### src/hdl/frt_ram.sv
// Generic simple dual-port RAM with registered read data.
`default_nettype none

module frt_ram #(
  parameter int WIDTH = 8,
  parameter int DEPTH = 16,
  localparam int AW = (DEPTH > 1) ? $clog2(DEPTH) : 1
) (
  input  wire logic             clk,
  input  wire logic             wr_en,
  input  wire logic [AW-1:0]    wr_addr,
  input  wire logic [WIDTH-1:0] wr_data,
  input  wire logic             rd_en,
  input  wire logic [AW-1:0]    rd_addr,
  output logic      [WIDTH-1:0] rd_data
);

  logic [WIDTH-1:0] mem [DEPTH];

  always_ff @(posedge clk) begin
    if (wr_en) begin
      mem[wr_addr] <= wr_data;
    end
    // hold read data between reads
    if (rd_en) begin
      rd_data <= mem[rd_addr];
    end
  end

endmodule

`default_nettype wire

### config.mk
export PLATFORM = sky130hd
export DESIGN_NAME = frt_ram
export DESIGN_NICKNAME = d
export VERILOG_FILES = /design/src/hdl/frt_ram.sv
export SDC_FILE = /design/constraint.sdc
export NUM_CORES = 1
export LEC_CHECK = 0
export BUFFER_PORTS_ARGS = -buffer_cell sky130_fd_sc_hd__buf_4
export CAP_MARGIN = 30
export CORE_MARGIN = 4
export CORE_UTILIZATION = 55
export DETAILED_ROUTE_END_ITERATION = 6
export GPL_TIMING_DRIVEN = 0
export PLACE_DENSITY_LB_ADDON = 0.25
export SKIP_LAST_GASP = 1
export SLEW_MARGIN = 25
export SYNTH_ARGS = -nofsm -noshare
export SYNTH_HDL_FRONTEND = slang
export SYNTH_SLANG_ARGS = --single-unit
### constraint.sdc
create_clock -name clk -period 2.5 [get_ports clk]
set_clock_uncertainty 0.1 [all_clocks]
set_input_delay 0.375 -clock clk [delete_from_list [all_inputs] [get_ports clk]]
set_output_delay 0.375 -clock clk [all_outputs]
set_load 0.05 [all_outputs]
Word-level counts from Yosys, hierarchy flattened
Memory sizes are Yosys's and may differ from the RTL's. A register that Yosys moved wholly into a read port is not among the register bits.
Cells that the tools add are included.
W data, S select, Z words.

word-level totals
  memory bits (writable) = 128
  output and inout bits = 8
  memories = 1
  input bits = 19
  word-level logic and storage cells = 3
  register bits = 0

memories
  memory  depth  bits a word  read ports  clocked after Yosys merged registers in  wr ports  line  RTL
  mem     16     8            1           1                                        1         18    logic [WIDTH-1:0] mem [DEPTH];

operators by class
  multiplexer cells = 2

operator list
  operator  number
  $mux W1   2

Longest topological paths before layout
Gate-level depths: netlist of run 1.

  depth in word-level cells = 2
  mapped depth = 5
  mapped depth without buffers = 3

Least setup slack after synthesis of run 1
OpenSTA, ideal clock, no wires.

  kind = input port to flip-flop
  start = input port wr_addr[2]
  end = memory mem[0][0] (enable)
  library setup time = 0.383 ns
  required time = 2.017 ns
  setup slack = 0.532 ns
  arrival time = 1.485 ns
  path buffers = 0
  stages = 2
  path through = or3b_2 -> nor3_1

RTL lines
  item         line  RTL
  from (decl)  11    input wire logic [AW-1:0] wr_addr,
  to (decl)    18

Straight into the memory's write port.

Worst setup path in the final report of run 1
  start = input port wr_addr[2]
  end = memory mem[3][6] (enable)

Straight into the memory's write port.

==> impl_metrics.json, run 1 <==
{
  "worstRegToRegCells": 3,
  "areaGrowthSynthToFinish_pct": 17.7,
  "start_kind": "input pin",
  "grtUsageMet2_pct": 30.1,
  "ir_drop_mv": 0.499,
  "fp-row-count": 35,
  "status": "finished, final reports clean",
  "use_met1_pct": 26.2,
  "clk_pin_slew_ns": 0.06,
  "rsz0062_at_grt": "no",
  "crit_buf_inv": 1,
  "synth-xor-area-share_pct": 0,
  "synth_adder_area_share_pct": 0,
  "hp-start": "rd_en",
  "io_buffers": 25,
  "dp_hpwl_mm": 6.09,
  "synth_largest_area_cell": "edfxtp_1",
  "post-route-min-period_ns": 1.66,
  "dieArea_mm2": 0.0111,
  "drtPass1Iterations": 4,
  "post_cts_buffers": 0,
  "syn_nets": 248,
  "antenna_found_initial": 0,
  "dpl-instance-area_mm2": 0.00560,
  "clock_latency_ns": 0.51,
  "r2r-end": "rd_data[2]",
  "end_kind": "flop",
  "power_density_mw_per_mm2": 847,
  "slew_headroom_pct": 44.2,
  "grt_pass1_vias": 2532,
  "tightest_slew_ns": 0.834,
  "power_leakage_nw": 2.05,
  "synth_seq_cells": 136,
  "dieWidth_um": 105,
  "cts_buffers": 17,
  "ioPinCount": 27,
  "setup_viol": 0,
  "whs_ns": 0.0469,
  "reg2reg_slack_ns": 0.86,
  "cts_sinks": 136,
  "utilization_pct": 66.6,
  "grt_pass1_wl_mm": 15.0,
  "worst-path-max-fanout": 8,
  "seq_area_frac_synth_pct": 78.1,
  "min_path_cells": 1,
  "path_depth": 3,
  "detail_route.vias_per_cell": 5.85,
  "setup_tns_ns": 0,
  "period_share_pct": 66.3,
  "synth-simple-area-share_pct": 3.14,
  "synth_area_leaders": "edfxtp_1 78%, mux4_2 7.8%, mux4_1 7.0%",
  "place.gp.congestion": 0.706,
  "wire_per_inst_um": 23.6,
  "cts_tree": "yes",
  "vias": 2423,
  "finalWirelength_mm": 9.77,
  "ctsResizeCount": 0,
  "grt-busiest-layer": "met2",
  "worstSetupPathType": "input pin to flop",
  "post-place-ws_ns": 0.308,
  "holdPathEnd": "rd_data[2]",
  "nNetsFinal": 292,
  "core-area_mm2": 0.00924,
  "initial_utilization_pct": 56.6,
  "drt_iter0_drc": 252,
  "synth_top_family_by_area": "multiplexers",
  "post-route-cell-area_mm2": 0.00615,
  "antenna_left": 0,
  "path_cells": "buf_4 -> or3b_2 -> nor2_1",
  "diodes": 0,
  "fillerInstances": 591,
  "r2r-start": "mem[6][2]",
  "worst_hold_path_type": "input pin to flop",
  "synth.area.mux_share_pct": 14.8,
  "cts_hold_buf": 0,
  "chipHeight_um": 105,
  "drv_slew": 0,
  "crit_family": "simple AND/OR/NAND/NOR gates",
  "drive_above_1_share_pct": 29.1,
  "max_freq_mhz": 603,
  "netlist_area_mm2": 0.00523,
  "maxCapViolCount": 0,
  "grtUsageMet3_pct": 3.49,
  "synth_top_area_share_pct": 78.1,
  "synth.avg_cell_area_um2": 22.8,
  "critPathRequiredTime_ns": 2.54,
  "synth_compound_area_share_pct": 2.30,
  "yosys_warnings": 0,
  "setup_ws_ns": 0.842,
  "finalHoldViolCount": 0,
  "cp_slowest_stage_delay_ns": 0.66,
  "cts_max_level": 4,
  "cp_slowest_cell": "nor2_1",
  "grt_max_degree": 17,
  "synth_cell_types": 18,
  "clockBufferDepth": 2,
  "arrival_ns": 1.70,
  "clockRootBuffer": "clkbuf_8",
  "grt_usage_pct": 19.1,
  "drc": 0,
  "synthesis.instances": 229,
  "grt-ovfl-total": 0
}
synth_stat cells, drive strengths merged:
| master | count |
|---|---|
| edfxtp | 136 |
| mux4 | 32 |
| a22oi | 16 |
| nor2 | 13 |
| nand2 | 9 |
| buf | 7 |
| nor3 | 4 |
| clkdlybuf4s25 | 3 |
| nand2b | 2 |
| nand3b | 2 |
| and2 | 1 |
| and2b | 1 |
| nand3 | 1 |
| nor2b | 1 |
| or3b | 1 |
state kept, by name (all words and copies together) (netlist names):
signal,cells
mem,128
rd_data,8
layout make-up:
type / count / area, um2 / share of cell area, %
tap: 129 / 161 / 2.62
clock buffer: 20 / 425 / 6.91
sequential: 136 / 4080 / 66.4
buffer: 10 / 86.3 / 1.40
timing repair buffer: 25 / 188 / 3.05
clock inverter: 11 / 131 / 2.14
multi-input combinational: 83 / 1080 / 17.5
where the power goes:
part | internal (mW) | total [mW] | switching (mW)
clock network | 1.49 | 2.34 | 0.845
logic | 0.114 | 0.292 | 0.178
registers | 2.57 | 2.58 | 0.0121
cell families (layout without fill, tap and decap cells):
family / count (synthesis) / in the layout
buf+inv: 10 / 66
compound gates: 16 / 16
mux: 32 / 32
simple gates: 35 / 35
flops: 136 / 136
cells in the final DEF (no fill, tap or decap):
master,n
clkinv_2,3
nand2_1,9
clkbuf_8,1
or3b_2,1
clkbuf_16,16
nand2b_1,2
nor2_1,13
nand3_1,1
mux4_2,18
clkbuf_1,3
buf_6,3
clkinvlp_4,2
nor2b_1,1
bufinv_16,3
and2b_1,1
mux4_1,14
and2_1,1
buf_2,3
nor3_2,4
nand3b_1,2
edfxtp_1,136
clkinv_1,3
buf_4,26
a22oi_1,16
clkdlybuf4s25_2,3
routing by layer:
metal,share of wire [%],up-vias
met4,2.1,0
met5,0,-
li1,-,1068
met1,42,1251
met2,50,91
met3,6.2,13
worst register-to-register path: stages (launching register included):
cell	delay (ns)
edfxtp_1	0.37
mux4_1	0.56
a22oi_1	0.27
nand2_1	0.09
how the worst max path moves through the flow:
stage,start,end,slack (ns)
6_report,wr_addr[2],mem[3][6],0.84
5_1_grt,wr_addr[2],mem[2][5],0.76
4_1_cts,mem[6][2],rd_data[2],0.84
3_5_place_dp,wr_addr[2],mem[3][2],0.31
2_1_floorplan,wr_addr[2],mem[0][0],0.53
3_3_place_gp,wr_addr[2],mem[0][2],0.03
through the flow:
stage               power, mW  instances
floorplan                2.80        229
global placement         2.91        383
detailed placement       2.92        383
CTS                      5.24        414
global route             5.37        414
finish                   5.21        414
No activity file was read; power rests on OpenSTA's default activity.
==> run 2: changes to the inputs <==
CORE_UTILIZATION = 54   (was 55)
clock period = 1.34 ns   (was 2.5 ns; I/O delays follow)
==> run 2 against run 1 <==
  * The run now ends with setup timing left
  * Sequential cell count is the same
  * Register-to-register slack lost 1.1 ns
  * Cell area grew 3.5%
  * Non-clock buffer count grew 9
  * Die area grew 1.7%
  * Clock-buffer cell count shrank 3
  * Global-route usage grew 0.52 points
  * Critical path depth is the same
  * Critical path type is now flop to flop
  * Largest power group unchanged
==> impl_metrics.json, run 2 (synthesized netlist as in run 1, its figures left out) <==
{
  "status": "complete, but fails checks",
  "violations": "setup timing",
  "comb_power_share_pct": 6.3,
  "multi_input_area_mm2": 0.00110,
  "io_buffers": 25,
  "nNetsFinal": 301,
  "hp-start": "wr_addr[1]",
  "top_register": "mem",
  "cts_sinks": 136,
  "end_kind": "flop",
  "ir_drop_mv": 0.946,
  "post-place-ws_ns": -0.438,
  "path_depth": 3,
  "chipHeight_um": 106,
  "initial_utilization_pct": 56.0,
  "final_cell_mix": "136 x edfxtp_1, 32 x mux4_2, 17 x buf_4",
  "largest_reg_flops": 128,
  "cts_tree": "yes",
  "p_int_mw": 8.05,
  "antenna_found_initial": 0,
  "crit_start": "mem[6][0]",
  "drtPass1Iterations": 5,
  "cp_slowest_stage_delay_ns": 0.52,
  "grt_usage_pct": 19.6,
  "detail_route.vias_per_cell": 5.72,
  "critPathRequiredTime_ns": 1.48,
  "seqPwrFrac_pct": 47.8,
  "r2r-end": "rd_data[0]",
  "fp-row-count": 35,
  "drv_slew": 0,
  "clockBufferDepth": 2,
  "reg2reg_slack_ns": -0.22,
  "start_kind": "flop",
  "clock_latency_ns": 0.51,
  "place.gp.congestion": 0.713,
  "dpl-instance-area_mm2": 0.00560,
  "p_sw_mw": 2.04,
  "drt_iter0_drc": 198,
  "drive_above_1_share_pct": 38.6,
  "fillerInstances": 583,
  "grt-ovfl-total": 0,
  "worstRegToRegCells": 3,
  "post-route-cell-area_mm2": 0.00637,
  "setup_viol": 14,
  "vias": 2425,
  "slew_headroom_pct": 48.1,
  "power_leakage_nw": 2.07,
  "grt_pass1_wl_mm": 15.6,
  "arrival_ns": 1.71,
  "diodes": 0,
  "largestRegisters": "mem: 128 flops, rd_data: 8 flops",
  "worst_hold_path_type": "input pin to flop",
  "antenna_left": 0,
  "ioPinCount": 27,
  "post_cts_buffers": 0,
  "rsz0062_at_grt": "yes",
  "grt_pass1_vias": 2599,
  "tightest_slew_ns": 0.776,
  "grt_max_degree": 17,
  "crit_family": "multiplexers",
  "finalWirelength_mm": 9.95,
  "dieWidth_um": 106,
  "areaGrowthSynthToFinish_pct": 21.9,
  "clockRootBuffer": "clkbuf_8",
  "dieArea_mm2": 0.0113,
  "cp-endpoint": "rd_data[0]",
  "worst-path-max-fanout": 1,
  "clock_power_share_pct": 46.0,
  "p_total_mw": 10.1,
  "path_cells": "mux4_2 -> a22oi_2 -> nand2_1",
  "power_density_mw_per_mm2": 1590,
  "whs_ns": 0.0270,
  "setup_ws_ns": -0.224,
  "p_sw_share_pct": 20.3,
  "final_common_cell": "edfxtp_1",
  "worstSetupPathType": "flop to flop",
  "cts_max_level": 4,
  "wire_per_inst_um": 23.5,
  "post-route-min-period_ns": 1.56,
  "clk_pin_slew_ns": 0.06,
  "period_share_pct": 117,
  "cts_buffers": 17,
  "crit_buf_inv": 0,
  "drc": 0,
  "maxCapViolCount": 0,
  "r2r-start": "mem[6][0]",
  "dp_hpwl_mm": 6.07,
  "core-area_mm2": 0.00933,
  "regArea_mm2": 0.00408,
  "cp_slowest_cell": "mux4_2",
  "max_freq_mhz": 639,
  "finalHoldViolCount": 0
}
## run 2: cell types whose count changed in the layout (fill, tap and decap cells not counted), moves of 9 or more
cell / before / now
a22oi_2: 0 / 11
mux4_2: 18 / 32
buf_4: 26 / 17
a22oi_1: 16 / 5
mux4_1: 14 / 0
dlygate4sd3_1: 0 / 9
## run 2: worst reg2reg max path: stages (launching register included)
cell      delay (ns)
edfxtp_1        0.37
mux4_2          0.52
a22oi_2         0.21
nand2_1         0.10
## run 2: per-stage QoR
step | setup TNS [ns] | std cells | util, %
floorplan | -1.79 | 229 | -
global placement | -43.27 | 383 | 60.0
detailed placement | -46.16 | 383 | 60.0
CTS | -1.60 | 424 | 68.1
global route | -2.13 | 424 | 68.3
finish | -1.39 | 424 | 68.3
## run 2: worst min-delay path by stage
stage                  to  slack [ns]  depth (start not counted)
2_1_floorplan   mem[0][0]        0.20                          0
3_3_place_gp   rd_data[5]        0.38                          1
3_5_place_dp   rd_data[5]        0.38                          1
4_1_cts         mem[0][0]        0.01                          2
5_1_grt         mem[0][0]        0.02                          2
6_report        mem[0][6]        0.03                          2
## run 2: final cells by class
class / count / area share (%)
repair buffers: 34 / 4.83
clock inverters: 15 / 2.89
well taps: 129 / 2.53
flip-flops and latches: 136 / 64.1
clock buffers: 17 / 6.50
plain buffers: 10 / 1.89
multi-input cells: 83 / 17.2
## run 2: timing repair
action,in CTS,in global routing
resized for setup,17,4
setup endpoints to repair,16,20
pin swaps,4,2
hold buffers,9,0
gates cloned,0,0
hold endpoints to repair,136,0
## run 2: routing by layer
layer / track usage [%] / part of all wire [%] / wire length, um
met1: 28.1 / 44 / 4400
met2: 30.0 / 48 / 4810
met3: 4.43 / 5.5 / 551
met4: 7.31 / 1.8 / 177
met5: 0 / 0 / 0
## run 2: power groups by stage
stage,combinational (mW),clock [mW],sequential (mW)
after global placement,0.561,0,4.90
after floorplan,0.268,0,4.97
after detailed placement,0.575,0,4.90
after global routing,0.676,4.89,4.83
final,0.632,4.64,4.82
after CTS,0.630,4.68,4.82
